### src/sv/aill_pkg.sv
// shared types and constants for the archive index loader and lookup
// no dependencies
`default_nettype none
package aill_pkg;
    localparam int unsigned MaxEntries = 4096;
    localparam int unsigned AddrW = 12;
    localparam int unsigned CntW = 13;

    localparam logic [1:0] OP_BYTE   = 2'd0;
    localparam logic [1:0] OP_LOOKUP = 2'd1;
    localparam logic [1:0] OP_CLEAR  = 2'd2;
    localparam logic [1:0] OP_UNUSED = 2'd3;

    localparam logic [2:0] ST_LOADING   = 3'd0;
    localparam logic [2:0] ST_READY     = 3'd1;
    localparam logic [2:0] ST_BAD_MAGIC = 3'd2;
    localparam logic [2:0] ST_BAD_EXTRA = 3'd3;
    localparam logic [2:0] ST_BAD_NAMES = 3'd4;
    localparam logic [2:0] ST_TOO_MANY  = 3'd5;
    localparam logic [2:0] ST_IGNORED   = 3'd6;
    localparam logic [2:0] ST_LOOKUP    = 3'd7;

    localparam logic [31:0] MagicF2 = 32'd1414807858;
    localparam logic [31:0] MagicF3 = 32'd1414807859;
    localparam logic [31:0] MagicF4 = 32'd1414807860;
    localparam logic [31:0] ExtraLimit = 32'd15;
    localparam logic [31:0] NamesLimit = 32'h1000_0000;
    localparam logic [31:0] CountLimit = 32'd4096;

    typedef struct packed {
        logic [1:0]  opcode;
        logic [7:0]  data_byte;
        logic [63:0] search_key;
    } t_in_item;

    typedef struct packed {
        logic [2:0]      status;
        logic            found;
        logic [63:0]     entry_offset;
        logic [31:0]     entry_length;
        logic [15:0]     name_page;
        logic [15:0]     name_position;
        logic [1:0]      format_version;
        logic [CntW-1:0] name_page_count;
        logic [CntW-1:0] loaded_count;
    } t_out_item;
endpackage
`default_nettype wire

### src/sv/aill_queue.sv
// two-entry item queue between the front and back parts
// depends on aill_pkg
`default_nettype none
module aill_queue (
    input  wire logic               i_clk,
    input  wire logic               i_rst_n,
    input  wire logic               i_push,
    input  wire aill_pkg::t_in_item i_data,
    output logic                    o_full,
    input  wire logic               i_pop,
    output aill_pkg::t_in_item      o_data,
    output logic                    o_empty
);
    aill_pkg::t_in_item r_mem [2];
    logic       r_wp, r_rp;
    logic [1:0] r_cnt;
    logic       wr, rd;

    assign o_full  = (r_cnt == 2'd2);
    assign o_empty = (r_cnt == 2'd0);
    assign o_data  = r_mem[r_rp];
    assign wr = i_push && !o_full;
    assign rd = i_pop && !o_empty;

    always_ff @(posedge i_clk) begin
        if (wr) begin
            r_mem[r_wp] <= i_data;
        end
        if (!i_rst_n) begin
            r_wp <= 1'b0;
            r_rp <= 1'b0;
            r_cnt <= 2'd0;
        end else begin
            if (wr) r_wp <= ~r_wp;
            if (rd) r_rp <= ~r_rp;
            r_cnt <= r_cnt + {1'b0, wr} - {1'b0, rd};
        end
    end
endmodule
`default_nettype wire

### config.mk
export PLATFORM = sky130hd
export DESIGN_NAME = aill_queue
export DESIGN_NICKNAME = d
export VERILOG_FILES = /design/src/sv/aill_pkg.sv /design/src/sv/aill_queue.sv
export SDC_FILE = /design/constraint.sdc
export NUM_CORES = 1
export LEC_CHECK = 0
export BUFFER_PORTS_ARGS = -buffer_cell sky130_fd_sc_hd__buf_2
export CORE_MARGIN = 2
export CORE_UTILIZATION = 55
export CTS_CLUSTER_SIZE = 30
export DETAILED_ROUTE_END_ITERATION = 8
export PLACE_DENSITY = 0.83
export SLEW_MARGIN = 20
export SYNTH_ARGS = -nofsm -noshare
export SYNTH_HDL_FRONTEND = slang
export SYNTH_SLANG_ARGS = --single-unit
### constraint.sdc
create_clock -name i_clk -period 10 [get_ports i_clk]
set_clock_uncertainty 0.05 [all_clocks]
set_input_delay 1.5 -clock i_clk [delete_from_list [all_inputs] [get_ports i_clk]]
set_output_delay 1.5 -clock i_clk [all_outputs]
set_load 0.02 [all_outputs]
# Word level (Yosys, flattened, before mapping)
# Memories as Yosys holds them, arrays and structs flattened. A register that Yosys moved wholly into a read port is not among the register bits.
# Cells that the tools add are included.
[word_totals]
regBits = 4
ram_bits = 148
input_bits = 78
out_inout_bits = 76
wordCells = 18
memories = 1
[memory_table]
columns = ["name", "words", "word_bits", "read_ports", "rd_clocked_by_memory_dff", "write_ports", "line_no", "source"]
rows = [
  ["r_mem", 2, 74, 1, 1, 1, "aill_queue.sv:14", "aill_pkg::t_in_item r_mem [2];"],
]
[op_classes]
add_sub_neg = 2
eq_ne = 1
n_mux = 4
n_bitwise = 2
n_reduce_logical = 5
[op_table]
columns = ["op", "n"]
rows = [
  ["$mux W1", 4],
  ["$add A2 B1 Y2", 1],
  ["$eq A2 B2 Y1 const B", 1],
  ["$logic_and A1 B1 Y1", 2],
  ["$logic_not A1 Y1", 2],
  ["$logic_not A2 Y1", 1],
  ["$not A1 Y1", 2],
  ["$sub A2 B1 Y2", 1],
]

# Depth between registers and ports, before layout
# Gate-level depths: netlist of the first run.
[depth]
word_depth = 5
ltp_mapped = 8
ltp_nobuf = 8

# Least setup slack after synthesis of the first run
# No wires, ideal clock.
[synth_path]
kind = "input -> register"
startpoint = "input i_push"
endpoint = "memory r_mem[0][0] (netlist bit) (enable)"
setup_ns = 0.507
arrival_time_ns = 4.683
t_required_ns = 9.443
slack_ns = 4.760
cell_stages = 2
cell_sequence = "nand2_1 -> nor2_1"
[synth_via]
elab_chain_cells = 3
[synth_rtl]
columns = ["element", "line_no", "source"]
rows = [
  ["start: declaration", "aill_queue.sv:7", "input wire logic i_push,"],
  ["$logic_and A1 B1 Y1", "aill_queue.sv:22", "assign wr = i_push && !o_full;"],
  ["$mux W1", "aill_queue.sv:26", "if (wr) begin"],
  ["$mux W1 (not written as such)", "aill_queue.sv:27", "r_mem[r_wp] <= i_data;"],
  ["end: declaration", "aill_queue.sv:14", ""],
]
# Every way passes these cells.

==> summary.txt, run 1 <==
Floorplan
  • Chip width: 107 µm
  • FP Rows: 37
  • Initial core utilization: 56.6%
  • Die Height: 107 µm
  • Num ports: 154
  • Die area: 11400 µm²
  • Core Region: 10300 µm²

Finish
  • Layout cells sized above 1: 59.9%
  • Multi-input gate area: 1190 µm²
  • Diode count: 0
  • Sequential cell area: 4550 µm²
  • Commonest non-fill, non-tap cell in the layout: buf_2
  • Area delta synth->final: 24.9%
  • Layout net count: 503
  • Most frequent cells in the layout: 153 x buf_2, 148 x edfxtp_1, 60 x mux2_4
  • Non-filler cells, final: 572
  • Post-route cell area: 7270 µm²
  • Layout fillers: 699

Critical path
  • CP Data Required Time: 8.45 ns
  • CP max stage cell: buf_4
  • CP startpoint kind: flop
  • Number of buffer and inverter stages on the critical path: 2
  • Crit path kind: reg -> out
  • CP top delay family: buffers and inverters
  • CP max stage delay: 0.84 ns
  • WP data arrival: 2.48 ns
  • CP Max Fanout: 61
  • CP cell instances: buf_4 -> mux2_2 -> buf_2
  • CP Capture Type: output port

Pwr
  • Pwr Density: 285 nW/µm²
  • Leak pwr: 2.87 nW
  • Worst vdd ir: 0.000221 V

Global routing
  • Global-route wire length before repair: 14900 µm
  • Largest net degree at the start of global routing: 75
  • Initial antenna violation count: 0
  • Vias in the first global route: 3004
  • Grt total ovfl: 0
  • GRT Resource Usage Total: 17.6%

Timing
  • Slew @ Worst Pin: 1.08 ns
  • Final period util: 40.3%
  • Hold Vio Cnt, Final: 0
  • Hold Slack: 0.491 ns
  • Fin Setup TNS: 0 ns
  • RSZ-0062 raised after global routing: no
  • Max-slew violation count: 0
  • Final setup fails: 0
  • Min cycle time layout: 4.03 ns
  • Normalized max-slew margin: 28.2%
  • F_max: 248 MHz

Logic synthesis
  • Synth cell types: 18
  • Post-Syn Instances: 257
  • Post-synth EDFFs: 148
  • Avg Inst Size Synth: 22.6 µm²
  • Mapped Area: 5820 µm²
  • Main flop type after synthesis: edfxtp_1
  • Synth warn: 0
  • Syn Nets: 337
  • Synth async-reset ratio: 0%
  • FF+latch count, synth: 153
  • Seq/Total Area, Yosys: 78.1%

Placed design
  • RePlAce Congestion: 0.687
  • DP Area: 6700 µm²
  • DP Wirelength: 6190 µm
  • Input/output buffers: 153
  • Cells after DPL: 540

Drt
  • Vias per inst: 4.93
  • DRC Markers: 0
  • DR iter-0 viols: 107
  • Vias: 2822
  • Final ANT Viol Nets: 0
  • Wire per inst: 16.9 µm
  • DRT Wirelength: 9690 µm
  • Pre-antenna DRT Iters: 4

Clock network
  • Clock transition at path regs: 0.06 ns
  • Setup repair bufs after CTS: 0
  • CTS Sinks: 153
  • Post-CTS Resized: 0
  • Hold buffers post-CTS: 0
  • Max clock buf depth: 2
  • Clk root buf: clkbuf_8
  • CTS tree: done
  • Clock latency on the worst-skew pair: 0.49 ns
  • Num CTS Buffers: 17
  • H-Tree Level Count: 4

Worst hold path
  • Min-Delay Path Class: reg -> reg

Outcome
  • Status: finished clean

Run
  • Max cap viols: 0
-- registers in the layout (all words and copies together), names as in the netlist, named ones only --
signal	count
r_mem	148
r_cnt	2
r_rp	1
r_wp	1
-- layer usage --
layer	vias up	global-route usage, %	part of all wire, %
met4	0	5.19	1.3
li1	1342	-	-
met1	1376	19.9	39
met5	-	0	0
met2	95	31.5	54
met3	9	6.32	6.4
-- kinds of logic (layout without fill, tap and decap cells) --
| kind of cell | count (synthesis) | in the layout | synth area share [%] |
|---|---|---|---|
| fa+ha+maj | 2 | 2 | 0.430 |
| flops | 153 | 153 | 78.1 |
| compound gates | 1 | 1 | 0.129 |
| xor+xnor | 2 | 2 | 0.301 |
| buf+inv | 11 | 190 | 1.63 |
| simple gates | 13 | 13 | 1.07 |
| mux | 75 | 75 | 18.4 |
-- cells in the mapped netlist (2+ instances only) --
cell type  count  area share [%]
and2_1         2            0.21
buf_6          7             1.4
dfxtp_1        5             1.7
edfxtp_1     148              76
ha_1           2            0.43
inv_1          3            0.19
mux2_2        14             2.7
mux2_4        60              15
nand2_1        2            0.13
nand2b_1       2            0.21
nor2_1         5            0.32
-- worst register-to-register path, cell delays in order, from the launching register on --
cell and delay [ns]:
dfxtp_1 0.39, nand2b_1 0.20, nand2_1 0.17, nor2_4 0.38
buf_4 0.74
-- metrics by stage --
stage | util [%] | worst slack (ns) | total power [mW]
detailed placement | 65.2 | 6.47 | 1.50
finish | 70.7 | 5.97 | 2.07
floorplan | - | 4.76 | 1.34
CTS | 70.7 | 5.93 | 2.09
global route | 70.7 | 5.84 | 2.16
global placement | 65.2 | 6.49 | 1.48
-- power by group --
part           internal [mW]  switching, mW
logic                  0.269          0.340
registers              0.829         0.0386
clock network          0.356          0.240
-- path summary, 6_finish.rpt --
path             from           end  slack [ns]  cells after the start
max              flop     o_data[7]        5.97                      3
min              r_wp          r_wp        0.49                      2
max reg2reg  r_cnt[0]  r_mem[0][38]        7.66                      4
min reg2reg      r_wp          r_wp        0.49                      2
-- cell type report --
cell class / instances / area share, %
Multi-Input combinational cell: 93 / 16.4
Sequential cell: 153 / 62.6
Timing Repair Buffer: 155 / 10.7
Inverter: 3 / 0.155
Clock inverter: 14 / 2.05
Tap cell: 136 / 2.34
Clock buffer: 18 / 5.75
No activity file was read; power rests on OpenSTA's default activity.
==> run 2: changes to the inputs <==
CORE_UTILIZATION = 52   (was 55)
PLACE_DENSITY = 0.79   (was 0.83)
clock period = 3.8 ns   (was 10 ns; I/O delays follow)
==> run 2 against run 1 <==
Effect of this change:
- final area rose by 0.45%
- combinational power rose to 2.6 times the previous value
- hold slack got worse by 0.30 ns
- clock-buffer cell count rose by 4
- sequential share of layout area fell by 0.28 points
- cell count rose by 0.87%
- global-route usage fell by 1.2 points
- total power rose to 2.6 times the previous value
- critical endpoint is now o_data[73]
==> summary.txt, run 2 (synthesized netlist as in run 1, its figures left out) <==
Finish
  • Final core utilization: 67.1%
  • Area delta synth->final: 25.5%
  • Multi-input gate area: 1190 µm²
  • Post-route cell area: 7300 µm²
  • Most frequent cells in the layout: 153 x buf_2, 148 x edfxtp_1, 60 x mux2_4
  • Commonest non-fill, non-tap cell in the layout: buf_2
  • Max FFs per register: 148
  • Layout cells sized above 1: 60.0%
  • Top Registers: r_mem x148, r_cnt x2
  • Layout fillers: 750
  • Sequential cell area: 4550 µm²
  • Largest Register: r_mem
  • Layout net count: 504
  • Diode count: 0

Timing
  • Normalized max-slew margin: 32.9%
  • Fin Setup TNS: 0 ns
  • Hold Slack: 0.186 ns
  • Max-slew violation count: 0
  • Final period util: 73.6%
  • Slew @ Worst Pin: 1.01 ns
  • Final setup fails: 0
  • RSZ-0062 raised after global routing: no
  • F_max: 358 MHz
  • Hold Vio Cnt, Final: 0
  • Min cycle time layout: 2.80 ns

Clock network
  • Setup repair bufs after CTS: 0
  • Max clock buf depth: 2
  • Clk root buf: clkbuf_8
  • Hold buffers post-CTS: 0
  • Clock transition at path regs: 0.06 ns
  • Post-CTS Resized: 0
  • CTS tree: done
  • Clock latency on the worst-skew pair: 0.52 ns
  • H-Tree Level Count: 4
  • CTS Sinks: 153
  • Num CTS Buffers: 17

Critical path
  • CP Capture Type: output port
  • RR Endpoint: r_mem[1][38]
  • CP cell instances: buf_12 -> mux2_2 -> buf_2
  • WP data arrival: 2.18 ns
  • R2R Setup Slk: 1.89 ns
  • CP top delay family: flip-flops
  • Reg2reg start: r_cnt[0]
  • CP Data Required Time: 3.18 ns
  • R2R cell count: 2
  • CP max stage cell: dfxtp_4
  • Critical path depth in cells: 3
  • CP Max Fanout: 40
  • Crit path kind: reg -> out
  • CP startpoint kind: flop
  • Number of buffer and inverter stages on the critical path: 2
  • CP max stage delay: 0.75 ns

Floorplan
  • Num ports: 154
  • Die Height: 110 µm
  • Chip width: 110 µm
  • Die area: 12100 µm²
  • FP Rows: 38
  • Initial core utilization: 53.5%
  • Core Region: 10900 µm²

Run
  • Max cap viols: 0

Worst hold path
  • Hold path start: i_data[7]
  • Hold EP: r_mem[0][7]
  • Worst Hold Path Cells: 1
  • Min-Delay Path Class: in -> reg

Drt
  • DR iter-0 viols: 183
  • Pre-antenna DRT Iters: 4
  • Vias per inst: 4.94
  • Final ANT Viol Nets: 0
  • Vias: 2852
  • DRC Markers: 0
  • Wire per inst: 16.8 µm
  • DRT Wirelength: 9680 µm

Pwr
  • Worst vdd ir: 0.000485 V
  • Final Power: 5.48 mW
  • Leak pwr: 2.88 nW
  • Pwr Density: 750 nW/µm²

Global routing
  • Global-route wire length before repair: 14100 µm
  • Grt total ovfl: 0
  • Largest net degree at the start of global routing: 75
  • Initial antenna violation count: 0
  • Vias in the first global route: 2864
  • GRT Resource Usage Total: 16.4%

Placed design
  • Input/output buffers: 153
  • DP Area: 6730 µm²
  • DP Wirelength: 6390 µm
  • RePlAce Congestion: 0.703

Outcome
  • Status: finished clean
## run 2: cell count changes in the layout (fill, tap and decap cells not counted), sizes merged
| cell | change |
|---|---|
| buf | +1 |
| clkinvlp | +2 |
| inv | -2 |
| clkbuf | +4 |
| clkinv | -4 |
## run 2: area by class of cell
class | instances | area share [%]
tap | 140 | 2.40
inverter | 3 | 0.154
multi-input combinational | 93 | 16.3
clock buffer | 22 | 6.20
sequential | 153 | 62.3
timing repair buffer | 156 | 11.0
clock inverter | 10 | 1.66
## run 2: how the worst max path moves through the flow
stage,slack (ns),startpoint,to
after CTS,0.96,flop,o_data[73]
after detailed placement,1.53,flop,o_data[73]
after global routing,0.89,flop,o_data[73]
final,1.00,flop,o_data[73]
after global placement,1.53,flop,o_data[73]
after floorplan,0.73,i_push,r_mem[0][0]
## run 2: where the power goes
part | leakage, nW | switching (mW) | internal (mW) | total [mW]
combinational | 1.19 | 0.849 | 0.710 | 1.56
sequential | 1.42 | 0.144 | 2.18 | 2.33
clock | 0.267 | 0.622 | 0.970 | 1.59
## run 2: per-stage QoR
| stage | setup WS [ns] | instances |
|---|---|---|
| after global routing | 0.892 | 577 |
| final | 1.00 | 577 |
| after global placement | 1.53 | 545 |
| after CTS | 0.964 | 577 |
| after floorplan | 0.731 | 257 |
| after detailed placement | 1.53 | 545 |
## run 2: routing by layer
metal | global-route usage, % | wire [µm] | vias to the layer above
met1 | 19.2 | 3860 | 1388
met5 | 0 | 0 | -
met3 | 5.87 | 629 | 13
met2 | 27.7 | 5060 | 105
met4 | 6.33 | 130 | 0
li1 | - | - | 1346
==> run 3: changes to the inputs <==
CORE_UTILIZATION = 47   (was 52)
PLACE_DENSITY = 0.75   (was 0.79)
clock period = 2.5 ns   (was 3.8 ns; I/O delays follow)
==> run 3 against run 2 <==
Effect of this change:
- cell count rose by 5.4%
- routed wire length rose by 1.1%
- clock power rose by 54%
- sequential cell count did not move
- sequential share of layout area fell by 0.65 points
- die area rose by 10%
- critical path depth did not move
- combinational power rose by 62%
- hold slack got worse by 0.094 ns
- non-clock buffer count rose by 3
- register-to-register slack got worse by 1.2 ns
==> summary.txt, run 3 (synthesized netlist as in run 1, its figures left out) <==
Critical path
  • RR Endpoint: r_cnt[1]
  • R2R cell count: 8
  • Reg2reg start: r_cnt[0]
  • WP data arrival: 1.63 ns
  • CP max stage delay: 0.39 ns
  • CP max stage cell: mux2_2
  • CP cell instances: buf_12 -> mux2_2 -> buf_2
  • R2R Setup Slk: 0.69 ns
  • CP Data Required Time: 2.08 ns
  • CP Capture Type: output port
  • Critical path endpoint: o_data[2]
  • Crit path kind: reg -> out
  • CP Max Fanout: 36
  • CP startpoint kind: flop

Floorplan
  • Die Height: 115 µm
  • Die area: 13300 µm²
  • Num ports: 154
  • Initial core utilization: 48.3%
  • FP Rows: 40
  • Core Region: 12100 µm²
  • Chip width: 115 µm

Finish
  • Layout fillers: 887
  • Largest Register: r_mem
  • Sequential cell area: 4550 µm²
  • Max FFs per register: 148
  • Layout cells sized above 1: 59.7%
  • Top Registers: r_mem x148, r_cnt x2
  • Commonest non-fill, non-tap cell in the layout: buf_2
  • Multi-input gate area: 1190 µm²
  • Non-filler cells, final: 608
  • Area delta synth->final: 26.8%
  • Layout net count: 507
  • Most frequent cells in the layout: 153 x buf_2, 148 x edfxtp_1, 60 x mux2_4

Placed design
  • Input/output buffers: 153
  • DP Wirelength: 6510 µm
  • Post-place setup slack: 0.714 ns
  • Cells after DPL: 576
  • RePlAce Congestion: 0.694

Clock network
  • Clock latency on the worst-skew pair: 0.42 ns
  • CTS tree: done
  • Hold buffers post-CTS: 0
  • CTS Sinks: 153
  • Clk root buf: clkbuf_16
  • Post-CTS Resized: 0
  • Clock transition at path regs: 0.06 ns
  • Max clock buf depth: 2
  • Setup repair bufs after CTS: 0
  • Num CTS Buffers: 17
  • H-Tree Level Count: 4

Drt
  • Vias: 2862
  • DRT Wirelength: 9790 µm
  • Vias per inst: 4.71
  • DR iter-0 viols: 154
  • Pre-antenna DRT Iters: 4
  • DRC Markers: 0
  • Wire per inst: 16.1 µm
  • Final ANT Viol Nets: 0

Timing
  • Hold Vio Cnt, Final: 0
  • F_max: 486 MHz
  • Min cycle time layout: 2.06 ns
  • Final setup fails: 0
  • Normalized max-slew margin: 65.9%
  • Max-slew violation count: 0
  • Final worst slack: 0.442 ns
  • RSZ-0062 raised after global routing: no
  • Fin Setup TNS: 0 ns
  • Slew @ Worst Pin: 0.511 ns
  • Final period util: 82.3%

Run
  • Max cap viols: 0

Pwr
  • Leak pwr: 2.91 nW
  • Worst vdd ir: 0.000933 V
  • Combinational Power Share: 30.0%
  • Pwr Density: 1140 nW/µm²
  • Internal power: 5.97 mW
  • Sw power: 2.42 mW
  • Part of the power in registers: 40.8%
  • Sw Share: 28.9%
  • Clock Power Share: 29.1%

Global routing
  • Initial antenna violation count: 1
  • Grt total ovfl: 0
  • GRT Resource Usage Total: 15.1%
  • Global-route wire length before repair: 14600 µm
  • Largest net degree at the start of global routing: 39
  • Vias in the first global route: 2964

Outcome
  • Status: finished clean

Worst hold path
  • Min-Delay Path Class: in -> reg
==> run 3: worst min path at each step <==
stage | start | end | cells past startpoint
after global routing | i_data[3] | r_mem[1][3] | 1
after global placement | r_wp | r_wp | 2
after CTS | i_data[3] | r_mem[1][3] | 1
after detailed placement | r_rp | r_rp | 2
final | i_data[8] | r_mem[1][8] | 1
after floorplan | i_data[0] | r_mem[0][0] | 0
==> run 3: area by class of cell <==
class / count / share of cell area [%]
diodes: 1 / 0.0339
inverters: 3 / 0.153
well taps: 168 / 2.85
flip-flops and latches: 153 / 61.6
clock buffers: 20 / 5.92
repair buffers: 159 / 11.5
multi-input cells: 93 / 16.2
clock inverters: 11 / 1.76
==> run 3: routing by layer <==
metal | routed length [µm] | share of wire [%] | up-vias | global-route usage (%)
met2 | 4910 | 50 | 106 | 24.4
met4 | 161 | 1.6 | 0 | 6.99
met3 | 726 | 7.4 | 15 | 6.17
met1 | 3990 | 41 | 1389 | 17.9
met5 | 0 | 0 | - | 0
li1 | - | - | 1352 | -
==> run 3: worst max-delay path: cells and delay by family (launching register included) <==
kind | cells | cell delay (ns)
multiplexers | 1 | 0.39
flip-flops | 1 | 0.37
buffers and inverters | 2 | 0.41
==> run 3: power by group through the flow <==
stage | Clock [mW] | Sequential (mW) | Combinational, mW
finish | 2.45 | 3.43 | 2.52
detailed placement | 0 | 3.48 | 2.55
CTS | 2.51 | 3.43 | 2.56
floorplan | 0 | 3.45 | 1.88
global route | 2.62 | 3.46 | 2.69
global placement | 0 | 3.46 | 2.51
==> run 3: metrics by stage <==
stage	hold WS [ns]	util, %	cell area, µm²	total power, mW
after global placement	0.460	56.5	6810	5.97
final	0.0924	61.2	7380	8.40
after global routing	0.0784	61.2	7380	8.77
after CTS	0.0799	61.2	7380	8.50
after detailed placement	0.462	56.5	6810	6.04
after floorplan	0.424	-	5830	5.33
